## config.mk

```make
export PLATFORM = sky130hd
export DESIGN_NAME = node_liveness_tracker
export DESIGN_NICKNAME = d
export VERILOG_FILES = /design/src/rtl/core/nlt_pkg.sv /design/src/rtl/core/node_liveness_tracker.sv /design/src/rtl/core/nlt_row_mem.sv /design/src/rtl/core/nlt_calc.sv
export SDC_FILE = /design/constraint.sdc
export NUM_CORES = 2
export LEC_CHECK = 0
export BUFFER_PORTS_ARGS = -buffer_cell sky130_fd_sc_hd__buf_2
export CORE_MARGIN = 5
export CORE_UTILIZATION = 25
export DETAILED_ROUTE_END_ITERATION = 16
export SYNTH_ARGS = -nofsm -noshare
export SYNTH_HDL_FRONTEND = slang
export SYNTH_HIERARCHICAL = 1
export SYNTH_MEMORY_MAX_BITS = 65536
export SYNTH_SLANG_ARGS = --single-unit
export TNS_END_PERCENT = 10
```

## constraint.sdc

```tcl
create_clock -name clk_i -period 8.6 [get_ports clk_i]
set_input_delay 1.29 -clock clk_i [delete_from_list [all_inputs] [get_ports clk_i]]
set_output_delay 1.29 -clock clk_i [all_outputs]
set_load 0.005 [all_outputs]
```

## src/rtl/core/nlt_pkg.sv

```systemverilog
// ----------------------------------------------------------------------------
// nlt_pkg
// Shared types and constants for the node liveness tracker.
// ----------------------------------------------------------------------------
`default_nettype none

package nlt_pkg;

  localparam int unsigned NODES  = 64;
  localparam int unsigned NODE_W = (NODES > 1) ? $clog2(NODES) : 1;

  localparam logic [6:0] PCT_SCALE   = 7'd100;
  localparam logic [7:0] RMCP_TAG_TOP = 8'hFF;  // counter value that folds to 0 (mod 255)
  localparam logic [8:0] RECV_MAX    = 9'd511;
  localparam logic [7:0] CONSEC_MAX  = 8'd255;
  localparam logic [31:0] TIMEOUT_RST = 32'd5000;

  // discovery codes
  localparam logic [1:0] DISC_NONE  = 2'd0;
  localparam logic [1:0] DISC_FOUND = 2'd1;
  localparam logic [1:0] DISC_BAD   = 2'd2;

  // configuration register indexes
  localparam logic [2:0] REG_WINDOW  = 3'd0;
  localparam logic [2:0] REG_LOSS    = 3'd1;
  localparam logic [2:0] REG_CONSEC  = 3'd2;
  localparam logic [2:0] REG_TIMEOUT = 3'd3;
  localparam logic [2:0] REG_IPMI    = 3'd4;

  typedef struct packed {
    logic [5:0]  node;
    logic        send_round;
    logic        pong_ok;
    logic [31:0] now_ms;
  } nlt_in_t;

  typedef struct packed {
    logic [5:0] node_out;
    logic       send_ping;
    logic [7:0] ping_tag;
    logic [1:0] reach_state;
    logic       link_fault;
  } nlt_out_t;

  typedef struct packed {
    logic [7:0]  sent;
    logic [8:0]  recv;
    logic [7:0]  consec;
    logic        got_pong;
    logic [7:0]  tag_cnt;
    logic        link_bad;
    logic [1:0]  nstate;
    logic [31:0] last_ms;
  } nlt_row_t;

  typedef enum logic [1:0] {
    OP_SUB = 2'b01,
    OP_MUL = 2'b10
  } nlt_op_e;

  typedef struct packed {
    nlt_op_e     op;
    logic [31:0] a;
    logic [31:0] b;
  } nlt_calc_req_t;

  typedef struct packed {
    logic [31:0] res;
    logic        borrow;
  } nlt_calc_rsp_t;

  typedef enum logic [6:0] {
    ST_IDLE  = 7'b0000001,
    ST_LOAD  = 7'b0000010,
    ST_MUL_A = 7'b0000100,
    ST_MUL_B = 7'b0001000,
    ST_LOSS  = 7'b0010000,
    ST_TDIFF = 7'b0100000,
    ST_TDONE = 7'b1000000
  } nlt_state_e;

endpackage

`default_nettype wire

```

## src/rtl/core/node_liveness_tracker.sv

```systemverilog
// ----------------------------------------------------------------------------
// node_liveness_tracker
// Per-node ping/pong liveness table with loss window and timeout checks.
// ----------------------------------------------------------------------------
//  channel | direction | handshake           | payload
//  in      | to block  | in_valid_i/in_stall_o | in_req_i  (nlt_in_t)
//  out     | from block| out_valid_o/out_stall_i | out_rsp_o (nlt_out_t)
//  cfg     | to block  | cfg_valid_i/cfg_ready_o | cfg_index_i, cfg_data_i
//
//  Each request runs through the accepting cycle, which issues the row read,
//  then six passes through the shared subtract/multiply unit, the last of
//  which also writes the row back.
//  The next request is taken the cycle after the row is written; a result
//  waiting on out_stall_i holds back only the final write-back step.
//  Reset clears the per-row valid bits and the config, but sets the timeout
//  to TIMEOUT_RST; a row not yet written reads as all zero. Config is always ready.
// ----------------------------------------------------------------------------
`default_nettype none

module node_liveness_tracker (
  input  wire logic            clk_i,
  input  wire logic            rst_ni,
  input  wire logic            in_valid_i,
  output logic                 in_stall_o,
  input  wire nlt_pkg::nlt_in_t in_req_i,
  output logic                 out_valid_o,
  input  wire logic            out_stall_i,
  output nlt_pkg::nlt_out_t    out_rsp_o,
  input  wire logic            cfg_valid_i,
  output logic                 cfg_ready_o,
  input  wire logic [2:0]      cfg_index_i,
  input  wire logic [31:0]     cfg_data_i
);
  import nlt_pkg::*;

  // configuration
  logic [7:0]  window_q;
  logic [6:0]  loss_pct_q;
  logic [7:0]  consec_q;
  logic [31:0] timeout_q;
  logic        ipmi_q;

  nlt_state_e state_q, state_d;
  nlt_in_t    in_q;
  nlt_row_t   row_q, row_m, rd_row, new_row;
  logic       hit_q;
  logic       node_ok_q;
  logic [7:0] diff_q;
  logic       r_gt_s_q;
  logic [15:0] p1_q, p2_q;
  logic       loss_bad_q;
  logic [31:0] tdiff_q;
  logic [NODES-1:0] valid_q;
  logic       out_valid_q;
  nlt_out_t   out_q, out_d;

  logic in_fire, out_free, finish;
  logic [NODE_W-1:0] waddr;
  nlt_calc_req_t calc_req;
  nlt_calc_rsp_t calc_rsp;

  assign in_fire     = in_valid_i && !in_stall_o;
  assign in_stall_o  = (state_q != ST_IDLE);
  assign cfg_ready_o = 1'b1;
  assign out_free    = !(out_valid_q && out_stall_i);
  assign finish      = (state_q == ST_TDONE) && out_free;
  assign waddr       = in_q.node[NODE_W-1:0];

  always_ff @(posedge clk_i or negedge rst_ni) begin
    if (!rst_ni) begin
      window_q   <= '0;
      loss_pct_q <= '0;
      consec_q   <= '0;
      timeout_q  <= TIMEOUT_RST;
      ipmi_q     <= 1'b0;
    end else if (cfg_valid_i && cfg_ready_o) begin
      case (cfg_index_i)
        REG_WINDOW:  window_q   <= cfg_data_i[7:0];
        REG_LOSS:    loss_pct_q <= cfg_data_i[6:0];
        REG_CONSEC:  consec_q   <= cfg_data_i[7:0];
        REG_TIMEOUT: timeout_q  <= cfg_data_i;
        REG_IPMI:    ipmi_q     <= cfg_data_i[0];
        default: ;
      endcase
    end
  end

  nlt_row_mem u_mem (
    .clk_i   (clk_i),
    .we_i    (finish && node_ok_q),
    .waddr_i (waddr),
    .wdata_i (new_row),
    .re_i    (in_fire),
    .raddr_i (in_req_i.node[NODE_W-1:0]),
    .rdata_o (rd_row)
  );

  nlt_calc u_calc (
    .req_i (calc_req),
    .rsp_o (calc_rsp)
  );

  assign row_m = hit_q ? rd_row : '0;

  // operand selection for the shared unit
  always_comb begin
    calc_req.op = OP_SUB;
    calc_req.a  = '0;
    calc_req.b  = '0;
    case (state_q)
      ST_LOAD: begin
        calc_req.a = {24'b0, row_m.sent};
        calc_req.b = {23'b0, row_m.recv};
      end
      ST_MUL_A: begin
        calc_req.op = OP_MUL;
        calc_req.a  = {25'b0, PCT_SCALE};
        calc_req.b  = {24'b0, diff_q};
      end
      ST_MUL_B: begin
        calc_req.op = OP_MUL;
        calc_req.a  = {25'b0, loss_pct_q};
        calc_req.b  = {24'b0, row_q.sent};
      end
      ST_LOSS: begin
        calc_req.a = {16'b0, p2_q};
        calc_req.b = {16'b0, p1_q};
      end
      ST_TDIFF: begin
        calc_req.a = in_q.now_ms;
        calc_req.b = in_q.pong_ok ? in_q.now_ms : row_q.last_ms;
      end
      ST_TDONE: begin
        calc_req.a = tdiff_q;
        calc_req.b = timeout_q;
      end
      default: ;
    endcase
  end

  always_comb begin
    state_d = state_q;
    case (state_q)
      ST_IDLE:  if (in_fire) state_d = ST_LOAD;
      ST_LOAD:  state_d = ST_MUL_A;
      ST_MUL_A: state_d = ST_MUL_B;
      ST_MUL_B: state_d = ST_LOSS;
      ST_LOSS:  state_d = ST_TDIFF;
      ST_TDIFF: state_d = ST_TDONE;
      ST_TDONE: if (out_free) state_d = ST_IDLE;
      default:  state_d = ST_IDLE;
    endcase
  end

  always_ff @(posedge clk_i or negedge rst_ni) begin
    if (!rst_ni) begin
      state_q <= ST_IDLE;
    end else begin
      state_q <= state_d;
    end
  end

  always_ff @(posedge clk_i or negedge rst_ni) begin
    if (!rst_ni) begin
      valid_q <= '0;
    end else if (finish && node_ok_q) begin
      valid_q[waddr] <= 1'b1;
    end
  end

  always_ff @(posedge clk_i or negedge rst_ni) begin
    if (!rst_ni) begin
      hit_q <= 1'b0;
    end else if (in_fire) begin
      hit_q <= valid_q[in_req_i.node[NODE_W-1:0]];
    end
  end

  // datapath registers
  always_ff @(posedge clk_i) begin
    if (in_fire) begin
      in_q      <= in_req_i;
      node_ok_q <= ({1'b0, in_req_i.node} < 7'(NODES));
    end
    case (state_q)
      ST_LOAD: begin
        row_q    <= row_m;
        diff_q   <= calc_rsp.res[7:0];
        r_gt_s_q <= calc_rsp.borrow;
      end
      ST_MUL_A: p1_q       <= calc_rsp.res[15:0];
      ST_MUL_B: p2_q       <= calc_rsp.res[15:0];
      ST_LOSS:  loss_bad_q <= calc_rsp.borrow;
      ST_TDIFF: tdiff_q    <= calc_rsp.res;
      default: ;
    endcase
  end

  // row update, evaluated in the last step
  logic       loss_on, consec_on, close, timed_out;
  logic       lb1, got1;
  logic [7:0] sent1, consec1, tag1, tag_out;
  logic [8:0] recv1;
  logic [1:0] state2;

  always_comb begin
    loss_on   = (window_q != '0) && (loss_pct_q != '0);
    consec_on = (consec_q != '0);
    close     = in_q.send_round && loss_on && (row_q.sent == window_q);
    timed_out = !calc_rsp.borrow;

    lb1   = close ? (r_gt_s_q || loss_bad_q) : row_q.link_bad;
    sent1 = close ? 8'd0 : row_q.sent;
    recv1 = close ? 9'd0 : row_q.recv;

    consec1 = row_q.consec;
    got1    = row_q.got_pong;
    if (in_q.send_round && consec_on) begin
      if (!row_q.got_pong) consec1 = 8'd0;
      got1 = 1'b0;
    end

    tag1 = in_q.send_round ? row_q.tag_cnt + 8'd1 : row_q.tag_cnt;
    if (!in_q.send_round) begin
      tag_out = 8'd0;
    end else if (ipmi_q) begin
      tag_out = {2'b0, tag1[5:0]};
    end else begin
      tag_out = (tag1 == RMCP_TAG_TOP) ? 8'd0 : tag1;
    end

    new_row          = row_q;
    new_row.link_bad = lb1;
    new_row.tag_cnt  = tag1;
    new_row.sent     = (in_q.send_round && loss_on) ? sent1 + 8'd1 : sent1;
    new_row.recv     = recv1;
    new_row.consec   = consec1;
    new_row.got_pong = got1;
    state2           = row_q.nstate;

    if (in_q.pong_ok) begin
      if (loss_on && (recv1 < RECV_MAX)) new_row.recv = recv1 + 9'd1;
      if (consec_on) begin
        if (!got1 && (consec1 < CONSEC_MAX)) new_row.consec = consec1 + 8'd1;
        new_row.got_pong = 1'b1;
      end
      if (!loss_on || !lb1) begin
        state2 = DISC_FOUND;
      end else if (consec_on && (new_row.consec >= consec_q)) begin
        state2 = DISC_FOUND;
      end else begin
        state2 = DISC_BAD;
      end
      new_row.last_ms = in_q.now_ms;
    end
    new_row.nstate = timed_out ? DISC_NONE : state2;

    out_d.node_out = in_q.node;
    if (node_ok_q) begin
      out_d.send_ping   = in_q.send_round;
      out_d.ping_tag    = tag_out;
      out_d.reach_state = new_row.nstate;
      out_d.link_fault  = lb1;
    end else begin
      out_d.send_ping   = 1'b0;
      out_d.ping_tag    = '0;
      out_d.reach_state = DISC_NONE;
      out_d.link_fault  = 1'b0;
    end
  end

  // output register
  always_ff @(posedge clk_i or negedge rst_ni) begin
    if (!rst_ni) begin
      out_valid_q <= 1'b0;
    end else if (finish) begin
      out_valid_q <= 1'b1;
    end else if (out_valid_q && !out_stall_i) begin
      out_valid_q <= 1'b0;
    end
  end

  always_ff @(posedge clk_i) begin
    if (finish) begin
      out_q <= out_d;
    end
  end

  assign out_valid_o = out_valid_q;
  assign out_rsp_o   = out_q;

endmodule

`default_nettype wire

```

## src/rtl/core/nlt_row_mem.sv

```systemverilog
// ----------------------------------------------------------------------------
// nlt_row_mem
// One row per node: single write port, single registered read port.
// ----------------------------------------------------------------------------
`default_nettype none

module nlt_row_mem (
  input  wire logic                      clk_i,
  input  wire logic                      we_i,
  input  wire logic [nlt_pkg::NODE_W-1:0] waddr_i,
  input  wire nlt_pkg::nlt_row_t         wdata_i,
  input  wire logic                      re_i,
  input  wire logic [nlt_pkg::NODE_W-1:0] raddr_i,
  output nlt_pkg::nlt_row_t              rdata_o
);
  import nlt_pkg::*;

  nlt_row_t mem_q [NODES];
  nlt_row_t rdata_q;

  always_ff @(posedge clk_i) begin
    if (we_i) begin
      mem_q[waddr_i] <= wdata_i;
    end
  end

  always_ff @(posedge clk_i) begin
    if (re_i) begin
      rdata_q <= mem_q[raddr_i];
    end
  end

  assign rdata_o = rdata_q;

endmodule

`default_nettype wire

```

## src/rtl/core/nlt_calc.sv

```systemverilog
// ----------------------------------------------------------------------------
// nlt_calc
// Shared arithmetic unit: 32-bit subtract with borrow, or 8x8 multiply.
// ----------------------------------------------------------------------------
`default_nettype none

module nlt_calc (
  input  wire nlt_pkg::nlt_calc_req_t req_i,
  output nlt_pkg::nlt_calc_rsp_t      rsp_o
);
  import nlt_pkg::*;

  logic [32:0] diff;
  logic [15:0] prod;

  assign diff = {1'b0, req_i.a} - {1'b0, req_i.b};
  assign prod = req_i.a[7:0] * req_i.b[7:0];

  always_comb begin
    case (req_i.op)
      OP_SUB: begin
        rsp_o.res    = diff[31:0];
        rsp_o.borrow = diff[32];
      end
      OP_MUL: begin
        rsp_o.res    = {16'b0, prod};
        rsp_o.borrow = 1'b0;
      end
      default: begin
        rsp_o.res    = '0;
        rsp_o.borrow = 1'b0;
      end
    endcase
  end

endmodule

`default_nettype wire

```

==> flow_summary.json <==
{
  "power_switching_mw": 13.40,
  "outcome": "finished, final reports clean",
  "antenna_found_initial": 43,
  "dieHeight_um": 876.6,
  "cts_tree": "done",
  "grt_use_total_pct": 14.24,
  "routed_wl_mm": 570.8,
  "wl_per_cell_um": 29.37,
  "synth_top_family_by_area": "multiplexers",
  "num-fill-cells": 72400,
  "grt_pass1_vias": 95010,
  "grt_max_degree": 106,
  "synth_ff_type": "edfxtp_1",
  "setup_viol": 0,
  "crit_type": "register to register",
  "combinationalPowerShare_pct": 10.2,
  "r2r_slack_ps": 1660,
  "post-route-period-util_pct": 80.73,
  "nets": 9296,
  "cts_buffers": 475,
  "dieWidth_um": 876.6,
  "place_inst": 18530,
  "cts_resized": 0,
  "htreeDepth": 5,
  "path_clk_slew_ps": 70,
  "syn_nets": 8881,
  "gp_congestion": 0.8339,
  "critPathRequiredTime_ps": 9240,
  "rsz0062_at_grt": "no",
  "synth-compound-area-share_pct": 3.824,
  "ys_seq_area_share_pct": 76.67,
  "fmax_mhz": 144.0,
  "clkPwrFrac_pct": 37.7,
  "tightest_slew_ps": 1329,
  "ir_worst_vdd_v": 0.0001979,
  "r2r_start": "state_q[2]",
  "root_buffer": "clkbuf_16",
  "pwr-share-seq_pct": 52.1,
  "syn2layout_area_growth_pct": 16.07,
  "yosys_warnings": 6,
  "ff2ff_path_depth": 19,
  "internal-power_mw": 40.85,
  "ioPinCount": 101,
  "drive_gt1_share_pct": 25.86,
  "swShare_pct": 24.70,
  "fin_skew_ps": 76.81,
  "finalMaxSlewViolations": 0,
  "cp-endpoint": "u_mem/mem_q[51][33]",
  "slew-limit-headroom_pct": 11.37,
  "initial_utilization_pct": 25.06,
  "seq_area_um2": 144000,
  "syn_avg_cell_area_um2": 21.65,
  "maxCapViolCount": 0,
  "rows": 318,
  "detailed_place_hpwl_mm": 308.1,
  "yosys.area_share.simple_pct": 2.222,
  "drtAntennaViolNets": 0,
  "worstSetupStartpointType": "register",
  "via_count": 97220,
  "hold_viol": 0,
  "synthAdderAreaFrac_pct": 0.9996,
  "grt_overflow_total": 0,
  "critPathLaunch": "state_q[2]",
  "cts_setup_buffers": 0,
  "syn_inst": 8674,
  "viasPerCell": 5.002,
  "drtIter0Drc": 13750,
  "core-area_um2": 749200,
  "critPathArrivalTime_ps": 7590,
  "setup_tns_ps": 0,
  "synth_mux_area_share_pct": 14.57,
  "drcViolationCount": 0,
  "rr_endpoint": "u_mem/mem_q[51][33]",
  "async_flop_share_pct": 2.679,
  "first_pass_iters": 8,
  "ys_types": 99,
  "clock_path_buffers": 4,
  "clock-sinks": 4815,
  "ys_seq_elements": 4815,
  "min_path_type": "input pin to asynchronous set/reset pin",
  "cts_hold_buf": 0,
  "critPathCaptureType": "register",
  "path_max_fanout": 65,
  "p_leak_nw": 68.19,
  "fin_crit_ps": 6943,
  "syn_area_um2": 187800,
  "layoutNonFillerInstCount": 19440,
  "synth-xor-area-share_pct": 0.2985,
  "powerDensity_nw_per_um2": 248.9,
  "port_buffers": 99,
  "design.die.area_um2": 768500,
  "multiInputGateArea_um2": 42110,
  "clk-insertion-delay-late_ps": 1030,
  "grt_pass1_wl_mm": 787.0,
  "synth_edf_count": 4686
}
flip-flops by register name, summed over array words and instances (netlist names), 6 cells and up:
register / flops
row_q: 69
tdiff_q: 32
u_mem/rdata_o: 69
in_q: 34
timeout_q: 32
window_q: 8
loss_pct_q: 7
diff_q: 8
u_mem/mem_q: 4416
out_rsp_o: 18
p2_q: 16
consec_q: 8
p1_q: 16
valid_q: 64
state_q: 7
waddr: 6
power groups by stage:
| stage | combinational [mW] | clock, mW | sequential (mW) |
|---|---|---|---|
| after detailed placement | 5.50 | 0 | 28.7 |
| final | 5.54 | 20.5 | 28.3 |
| after global placement | 5.38 | 0 | 28.7 |
| after CTS | 5.51 | 20.7 | 28.2 |
| after global routing | 5.88 | 21.7 | 28.3 |
| after floorplan | 3.16 | 0 | 28.6 |
logic make-up after synthesis:
family                     count (synthesis)
adders and majority gates                128
xor gates and xnor gates                  64
other                                      1
muxes                                   1326
and+or+nand+nor                          796
DFF                                     4815
AOI/OAI and AO/OA                        955
buffers and inverters                    589
per-layer routing:
metal | track usage [%] | wire length (µm) | vias up
li1 | - | - | 37500
met3 | 3.310 | 61550 | 945
met1 | 19.65 | 227400 | 53150
met2 | 22.34 | 262300 | 5598
met4 | 4.380 | 19440 | 20
met5 | 0 | 112 | -
cell usage after synthesis, types with 8 or more instances:
cell type / count / area [µm²]
a222oi_1: 15 / 150.1
o211a_1: 71 / 710.7
buf_2: 211 / 1056
xnor2_1: 30 / 262.8
clkbuf_1: 179 / 671.9
nor2_1: 198 / 743.2
mux4_2: 1117 / 25160
nand2b_1: 26 / 162.7
a21o_1: 77 / 578.1
buf_1: 30 / 112.6
a22o_1: 34 / 297.8
nor4_1: 8 / 50.05
nand3_1: 162 / 810.8
mux2_2: 89 / 1002
inv_1: 122 / 457.9
mux2i_1: 120 / 1201
nor2b_1: 20 / 125.1
nand3b_1: 29 / 217.7
ha_1: 90 / 1126
o221ai_1: 53 / 464.2
nand4_1: 17 / 106.4
nand2_1: 127 / 476.7
dfrtp_1: 123 / 3078
and2_1: 116 / 725.7
and3_1: 15 / 93.84
fa_1: 37 / 740.7
o31ai_1: 9 / 67.56
nor3_1: 20 / 100.1
o22ai_1: 149 / 932.1
edfxtp_1: 4686 / 140700
a22oi_1: 319 / 2395
buf_4: 43 / 322.8
a21oi_1: 45 / 225.2
or2_2: 8 / 50.05
o21ai_0: 43 / 215.2
a211oi_1: 79 / 593.1
xor2_1: 34 / 297.8
layout by cell type, fill, tap and decap left out, drive strengths merged, types with 24 or more instances in the layout:
cell / instances
nand2: 129
o22ai: 149
o221ai: 53
a22oi: 319
fa: 37
a22o: 34
dfrtp: 123
nand3: 162
nand3b: 29
mux2: 89
edfxtp: 4686
xnor2: 30
nor2: 199
ha: 90
and2: 116
mux4: 1117
nor3: 24
o21ai: 49
a21oi: 49
inv: 135
a211oi: 82
bufinv: 39
a21o: 77
xor2: 34
buf: 403
nand2b: 26
o211a: 71
mux2i: 120
clkinv: 246
clkbuf: 574
per-stage QoR:
stage / area (µm²) / setup slack (ps) / power [mW] / utilization [%] / hold WS [ps]
floorplan: 187800 / 339.2 / 31.78 / - / 422.4
global placement: 202600 / 1868 / 34.12 / 27.05 / 432.4
detailed placement: 202600 / 1822 / 34.23 / 27.05 / 438.0
CTS: 217900 / 1756 / 54.49 / 29.08 / 310.3
global route: 217900 / 1417 / 55.89 / 29.08 / 384.6
finish: 217900 / 1657 / 54.25 / 29.09 / 346.7
worst min path at each step:
stage | startpoint | end | slack, ps
finish | rst_ni | timeout_q[28] | 350
floorplan | valid_q[54] | valid_q[54] | 420
CTS | rst_ni | timeout_q[28] | 310
global route | rst_ni | timeout_q[28] | 380
detailed placement | valid_q[6] | valid_q[6] | 440
global placement | valid_q[16] | valid_q[16] | 430
worst max-delay path, stage by stage, from the launching register on:
cell	delay, ps
dfrtp_1	440
nor2_1	310
and3b_1	280
and3b_4	590
buf_4	680
a22oi_1	160
nand3_1	380
ha_1	260
inv_1	60
fa_1	430
a211oi_2	440
o21ai_2	170
nand4_2	150
nand4_4	160
a31oi_4	230
nor3_1	90
a2111oi_2	350
buf_4	270
and3b_1	180
a41o_2	810
layout make-up:
class	count	area share, %
Clock inverter	312	1.311
Clock buffer	574	5.688
Multi-Input combinational cell	3270	19.32
Timing Repair Buffer	403	1.691
Sequential cell	4815	66.05
Inverter	124	0.2176
Tap cell	9920	5.695
Antenna cell	18	0.02067
(Power assumes the default switching activity.)
